$ cat src/rtl/assert_macros.svh
// Assertion macros shared by the order book RTL.
`ifndef ASSERT_MACROS_SVH
`define ASSERT_MACROS_SVH

// Property must hold at every clock edge outside reset.
`define LOBM_ASSERT(name, clk, rstn, prop, msg) \
    name: assert property (@(posedge clk) disable iff (!rstn) prop) else $error(msg);

// Condition must never be true outside reset.
`define LOBM_NEVER(name, clk, rstn, cond, msg) \
    name: assert property (@(posedge clk) disable iff (!rstn) !(cond)) else $error(msg);

`endif

$ cat src/rtl/lobm_pkg.sv
// Shared types, constants and helper functions for the order book.
`default_nettype none

package lobm_pkg;

    localparam int PRICE_LEVELS_DEF     = 1024;
    localparam int ORDERS_PER_LEVEL_DEF = 16;

    localparam int PRICE_W   = 10;
    localparam int QTY_W     = 24;
    localparam int ID_W      = 32;
    localparam int FILLS_W   = 16;
    localparam int ENTRY_W   = ID_W + QTY_W;
    localparam int OCC_BITS  = 64;
    localparam int OCC_BIT_W = 6;
    localparam int LVL_EXT_W = 17;

    localparam logic OP_MATCH  = 1'b0;
    localparam logic OP_REST   = 1'b1;
    localparam logic SIDE_BUY  = 1'b0;
    localparam logic SIDE_SELL = 1'b1;

    // Commands from the controller to the datapath
    typedef struct packed {
        logic in_ready;
        logic clr;
        logic lvl_rd_match;
        logic ent_rd;
        logic match_upd;
        logic scan_init;
        logic scan_rd;
        logic scan_eval;
        logic rest_rd;
        logic rest_upd;
        logic out_load;
    } lobm_cmd_t;

    // Status from the datapath to the controller
    typedef struct packed {
        logic in_fire;
        logic qty_zero;
        logic match_op;
        logic rem_zero;
        logic crosses;
        logic pops;
        logic empties;
        logic scan_hit;
        logic scan_last;
        logic clear_done;
        logic out_free;
    } lobm_stat_t;

    // Index of the highest set bit of an occupancy word
    function automatic logic [OCC_BIT_W-1:0] occ_hi(input logic [OCC_BITS-1:0] w);
        logic [OCC_BIT_W-1:0] idx;
        idx = '0;
        for (int i = 0; i < OCC_BITS; i++) begin
            if (w[i]) idx = OCC_BIT_W'(i);
        end
        return idx;
    endfunction

    // Index of the lowest set bit of an occupancy word
    function automatic logic [OCC_BIT_W-1:0] occ_lo(input logic [OCC_BITS-1:0] w);
        logic [OCC_BIT_W-1:0] idx;
        idx = '0;
        for (int i = OCC_BITS - 1; i >= 0; i--) begin
            if (w[i]) idx = OCC_BIT_W'(i);
        end
        return idx;
    endfunction

endpackage

`default_nettype wire

$ cat src/rtl/lobm_ctrl.sv
// Order book controller: sequences clearing, matching, scanning and resting.
`default_nettype none
`include "assert_macros.svh"

module lobm_ctrl import lobm_pkg::*;
(
    input  wire        clk,
    input  wire        rst_n,
    input  lobm_stat_t stat,
    output lobm_cmd_t  cmd
);

    typedef enum logic [9:0] {
        ST_CLEAR = 10'b00_0000_0001,
        ST_IDLE  = 10'b00_0000_0010,
        ST_MCHK  = 10'b00_0000_0100,
        ST_MLVL  = 10'b00_0000_1000,
        ST_MENT  = 10'b00_0001_0000,
        ST_SREAD = 10'b00_0010_0000,
        ST_SEVAL = 10'b00_0100_0000,
        ST_RREAD = 10'b00_1000_0000,
        ST_RUPD  = 10'b01_0000_0000,
        ST_DONE  = 10'b10_0000_0000
    } state_t;

    state_t state_reg, state_next;

    // State register
    always_ff @(posedge clk or negedge rst_n)
    begin
        if (!rst_n)
        begin
            state_reg <= ST_CLEAR;
        end
        else
        begin
            state_reg <= state_next;
        end
    end

    // Next state and commands
    always_comb
    begin
        state_next = state_reg;
        cmd        = '0;
        unique case (state_reg)
            ST_CLEAR:
            begin
                cmd.clr = 1'b1;
                if (stat.clear_done) state_next = ST_IDLE;
            end
            ST_IDLE:
            begin
                cmd.in_ready = 1'b1;
                if (stat.in_fire)
                begin
                    priority if (stat.qty_zero) state_next = ST_DONE;
                    else if (stat.match_op)     state_next = ST_MCHK;
                    else                        state_next = ST_RREAD;
                end
            end
            ST_MCHK:
            begin
                priority if (!stat.rem_zero && stat.crosses)
                begin
                    cmd.lvl_rd_match = 1'b1;
                    state_next       = ST_MLVL;
                end
                else if (stat.rem_zero) state_next = ST_DONE;
                else                    state_next = ST_RREAD;
            end
            ST_MLVL:
            begin
                cmd.ent_rd = 1'b1;
                state_next = ST_MENT;
            end
            ST_MENT:
            begin
                cmd.match_upd = 1'b1;
                if (stat.pops && stat.empties)
                begin
                    cmd.scan_init = 1'b1;
                    state_next    = ST_SREAD;
                end
                else
                begin
                    state_next = ST_MCHK;
                end
            end
            ST_SREAD:
            begin
                cmd.scan_rd = 1'b1;
                state_next  = ST_SEVAL;
            end
            ST_SEVAL:
            begin
                cmd.scan_eval = 1'b1;
                if (stat.scan_hit || stat.scan_last) state_next = ST_MCHK;
                else                                 state_next = ST_SREAD;
            end
            ST_RREAD:
            begin
                cmd.rest_rd = 1'b1;
                state_next  = ST_RUPD;
            end
            ST_RUPD:
            begin
                cmd.rest_upd = 1'b1;
                state_next   = ST_DONE;
            end
            ST_DONE:
            begin
                if (stat.out_free)
                begin
                    cmd.out_load = 1'b1;
                    state_next   = ST_IDLE;
                end
            end
            default:
            begin
                state_next = ST_CLEAR;
            end
        endcase
    end

    // A scan read follows either the start of a scan or an empty word
    `LOBM_ASSERT(a_scan_order, clk, rst_n, (state_reg == ST_SREAD) |-> ($past(state_reg) == ST_MENT || $past(state_reg) == ST_SEVAL), "scan read out of sequence")
    `LOBM_NEVER(a_load_blocked, clk, rst_n, cmd.out_load && !stat.out_free, "result loaded over a waiting item")
    // Exactly one state bit is set
    `LOBM_ASSERT(a_state_onehot, clk, rst_n, $onehot(state_reg), "state register not one-hot")

endmodule

`default_nettype wire

$ cat config.mk
export PLATFORM = sky130hd
export DESIGN_NAME = lobm_ctrl
export DESIGN_NICKNAME = d
export VERILOG_FILES = /design/src/rtl/lobm_pkg.sv /design/src/rtl/lobm_ctrl.sv
export VERILOG_INCLUDE_DIRS = /design/src /design/src/rtl
export SDC_FILE = /design/constraint.sdc
export NUM_CORES = 1
export LEC_CHECK = 0
export BUFFER_PORTS_ARGS = -buffer_cell sky130_fd_sc_hd__buf_2
export CORE_ASPECT_RATIO = 1.1
export CORE_MARGIN = 5
export CORE_UTILIZATION = 54
export DETAILED_ROUTE_END_ITERATION = 6
export PLACE_DENSITY_LB_ADDON = 0.3
export SETUP_SLACK_MARGIN = 0.1
export SLEW_MARGIN = 0
export SYNTH_ARGS = -nofsm -noshare
export SYNTH_HDL_FRONTEND = slang
export SYNTH_SLANG_ARGS = --single-unit
$ cat constraint.sdc
create_clock -name clk -period 3.3 [get_ports clk]
set_input_delay 0.165 -clock clk [delete_from_list [all_inputs] [get_ports clk]]
set_output_delay 0.165 -clock clk [all_outputs]
set_load 0.005 [all_outputs]
# After elaboration in Yosys (flattened, before gate mapping)

Cells that the tools add are included.

Register bits after elaboration: 10
Input port bits: 13
Output and inout port bits: 11
Logic and storage cells: 42

Equal/unequal tests: 13
Multiplexer cells: 23
Reductions and logical operators: 5

Operator list:

| kind                                                                   | number |
|---|---|
| 10-bit case mux with 10 select lines                                   | 1 |
| 10-bit two-way mux                                                     | 6 |
| 1-bit two-way mux                                                      | 12 |
| 6-bit two-way mux                                                      | 2 |
| 10-bit by 1-bit equality test with 1-bit output, second input constant | 1 |
| 10-bit equality test, second input constant                            | 1 |
| 10-bit by 2-bit equality test with 1-bit output, second input constant | 1 |
| 10-bit by 3-bit equality test with 1-bit output, second input constant | 1 |
| 10-bit by 4-bit equality test with 1-bit output, second input constant | 1 |
| 10-bit by 5-bit equality test with 1-bit output, second input constant | 1 |
| 10-bit by 6-bit equality test with 1-bit output, second input constant | 1 |
| 10-bit by 7-bit equality test with 1-bit output, second input constant | 1 |
| 10-bit by 8-bit equality test with 1-bit output, second input constant | 1 |
| 10-bit by 9-bit equality test with 1-bit output, second input constant | 1 |
| 8-bit two-way mux                                                      | 1 |
| 2-bit != test, second input constant                                   | 3 |
| 3-bit AND reduction                                                    | 1 |
| 1-bit logical AND                                                      | 2 |
| 2-bit two-way mux                                                      | 1 |
| 1-bit logical NOT                                                      | 1 |
| 1-bit logical OR                                                       | 1 |

# Depth between registers and ports, before layout

Depth in word-level cells: 4
Mapped depth: 5
Mapped depth without buffers: 4

# Worst setup path after synthesis

Ideal clock, no wire load.

Path kind: register to register
From: reg state_reg[1]
To: reg state_reg[1]
Library setup time: 0.121 ns
Data arrival time: 1.391 ns
Data required time: 3.179 ns
Setup slack: 1.788 ns
Stages on the path, launching flop included: 6
Buffers on the path: 1
Clock period less this slack: 1.512 ns
Cell sequence: dfrtp_1 -> buf_6 -> nor4_4 -> nand4_1 -> o22a_1 -> o22a_1

Longest elaborated chain between the ends: 3
Elaborated cells on any way between the ends: 15
Classes of those cells: eq/ne (13); mux (1); reduce/logical (1)

RTL lines:

| item                                                                    | RTL line        | source |
|---|---|---|
| start, declared                                                         | lobm_ctrl.sv:26 | `state_t state_reg, state_next;` |
| start signal, assigned                                                  | lobm_ctrl.sv:37 | `state_reg <= state_next;` |
| 10-bit by 2-bit equality test with 1-bit output (tied with other cells) | lobm_ctrl.sv:46 | `unique case (state_reg)` |
| 2-bit != test (no line)                                                 | -               |  |
| 3-bit AND reduction (no line)                                           | -               |  |

Several ways; a longest one is shown, not always the timed one.
A chain may end at the register's enable or synchronous reset.

==> metrics <==
CP Capture Type primary output; part of the cycle the worst path needs 59.1%; Worst Path Max Fanout 9; Least-Margin Pin Slew slightly below 400 ps; Final Skew 1.42 ps; WL/cell ~15 µm; synthesized area per cell approximately 9 µm²; EDFF count, synth 0; post-CTS setup repair buffer count 0; iteration-0 DRC count of the detailed router 24; Num CTS Buffers 3; Yosys reg bits 10; post-DP HPWL about 1500 µm; post-layout min period 1950 ps; Synth area leader dfrtp_1; share of cells above drive strength 1 a little under a third; Die ar. between 2000 and 2500 µm²; final setup fails 0; f_max about 0.5 GHz; number of global-route vias before repair 740; DRC Markers 0; synthesized net count slightly above 100; row cnt 14; Detailed Route WL between 1500 and 2000 µm; Final WS setup 1350 ps; Syn Inst Count 90; Core ar. about 1400 µm²; Leak approximately 0.43 nW; ys async rst share 100%; setup TNS 0 ps; FF-to-FF path depth 4; Worst VDD drop ~0.32 mV; Final Hold Fails 0; First-pass DRT Iterations 4; max-cap violations 0; initial antenna violation count 0; outcome finished, final reports clean; Synth Flop Type dfrtp_1; fin. max-slew vios 0; die height just over 50 µm; final antenna-violating net count 0; P&R area growth vs syn 15.1%; Worst EP arrival 1780 ps; CTS Sinks 10; DR vias 777; most frequent cell after synthesis nor2_1; pre-CTS WS 1610 ps; Worst Path Required around 3100 ps; Synth cell types 36; synth cell count leaders nor2_1 (14), dfrtp_1 (9), nand2b_1 (7), nand2_1 (6); Total GRT Usage a little under a fifth; synth top area cells dfrtp_1 (28%), nor4_4 (7.9%), nor2_1 (6.5%); proportion of netlist area held by the largest area contributor 27.7%; Yosys warnings 0; IO Port Bufs 23; Power per Cell Area approximately 570 nW/µm²; Clock Tree Buf Depth 2; Hold Crit Class input pin to flop; RSZ-0062 raised after global routing no; Rel. slew slack 74.1%; CTS tree done; Syn Std Cell Area 812 µm²; Placer Congestion just over 0.9; Largest register FFs 10; sequential area share after synthesis 31.0%; I/O Pins 24; number of diodes 0; worst skew pair latency between 200 and 300 ps; DR vias/cell 6.07; largest net degree at the start of global routing 11; first-pass GRT wire length about 3300 µm; Starting Density 57.9%; chip width ~47 µm; Setup Crit Path Kind flop to primary output; Worst Hold Depth 3; Startpoint Class flop; CTS Root Cell clkbuf_4; total gr overflow 0; # nets final between 100 and 150; Clock transition at path regs 70 ps; H-tree Lvls 1
-- final cells by class --
class | count | area, µm²
flip-flops and latches | 10 | 251
fillers | 126 | 467
multi-input cells | 72 | 504
clock buffers | 4 | 26.3
inverters | 2 | 7.51
well taps | 16 | 20.0
repair buffers | 24 | 125
-- worst max-delay path, stage by stage, from the launching register on --
cell,delay [ps]
dfrtp_1,500
nor4_4,390
nand2_1,180
nor4b_1,280
buf_2,170
-- cell usage in the layout, fill, tap and decap left out, types with 2 or more instances in the layout --
| cell type | n |
|---|---|
| clkbuf_4 | 3 |
| xor2_1 | 2 |
| a21oi_1 | 2 |
| o41ai_1 | 2 |
| inv_1 | 2 |
| nor3_2 | 2 |
| nor2_1 | 14 |
| nand2b_1 | 7 |
| nor3_1 | 3 |
| nor4_4 | 3 |
| nand4_1 | 2 |
| o22a_1 | 3 |
| nor4_1 | 2 |
| o21ai_0 | 2 |
| dfrtp_1 | 9 |
| nand2_1 | 6 |
| nand3b_1 | 3 |
| buf_2 | 23 |
| nor4b_1 | 3 |
-- layer usage --
metal  up-vias  GRT usage, %  routed length [µm]
met5         -             0                   0
met4         0          6.45                  22
met3         2          5.00                 189
met2        38          28.1                 907
met1       358          26.3                 807
li1        379             -                   -
-- timing repair --
| item | 4_1_cts | 5_1_grt |
|---|---|---|
| hold endpoints to repair | 9 | 0 |
| hold buffers | 1 | 0 |
| gates resized for setup | 0 | 0 |
-- logic make-up (layout without fill, tap and decap cells) --
logic type	after synthesis	after routing	synth area share (%)
buffers and inverters	8	30	6.93
XOR/XNOR	3	3	3.24
AO/OA/AOI/OAI	18	18	16.6
flip-flops	10	10	31.0
AND/OR/NAND/NOR	51	51	42.2
-- stage by stage --
| stage | util [%] | total power [mW] | hold WS (ps) | instance area [µm²] | instances |
|---|---|---|---|---|---|
| final | 66.7 | 0.533 | 142 | 935 | 128 |
| after global routing | 66.7 | 0.572 | 155 | 935 | 128 |
| after CTS | 66.7 | 0.532 | 145 | 935 | 128 |
| after detailed placement | 64.1 | 0.441 | 42.6 | 898 | 123 |
| after global placement | 64.1 | 0.432 | 45.6 | 898 | 123 |
| after floorplan | - | 0.395 | -131 | 812 | 90 |
-- where the power goes --
| part | switching, mW | internal, mW | leakage [nW] | total, mW |
|---|---|---|---|---|
| clock network | 0.0459 | 0.0467 | 0.0150 | 0.0927 |
| logic | 0.132 | 0.113 | 0.280 | 0.244 |
| registers | 0.0493 | 0.147 | 0.134 | 0.196 |
-- path summary, 6_finish.rpt --
| kind | slack, ps | startpoint | end |
|---|---|---|---|
| max in group asynchronous | 2740 | rst_n | state_reg[0] |
| min reg2reg | 620 | state_reg[5] | state_reg[8] |
| min | 140 | stat[6] | state_reg[3] |
| max reg2reg | 1590 | state_reg[1] | state_reg[1] |
| max | 1350 | state_reg[1] | cmd[4] |
| min in group asynchronous | 290 | rst_n | state_reg[4] |
Power figures use the tool's default switching activity.
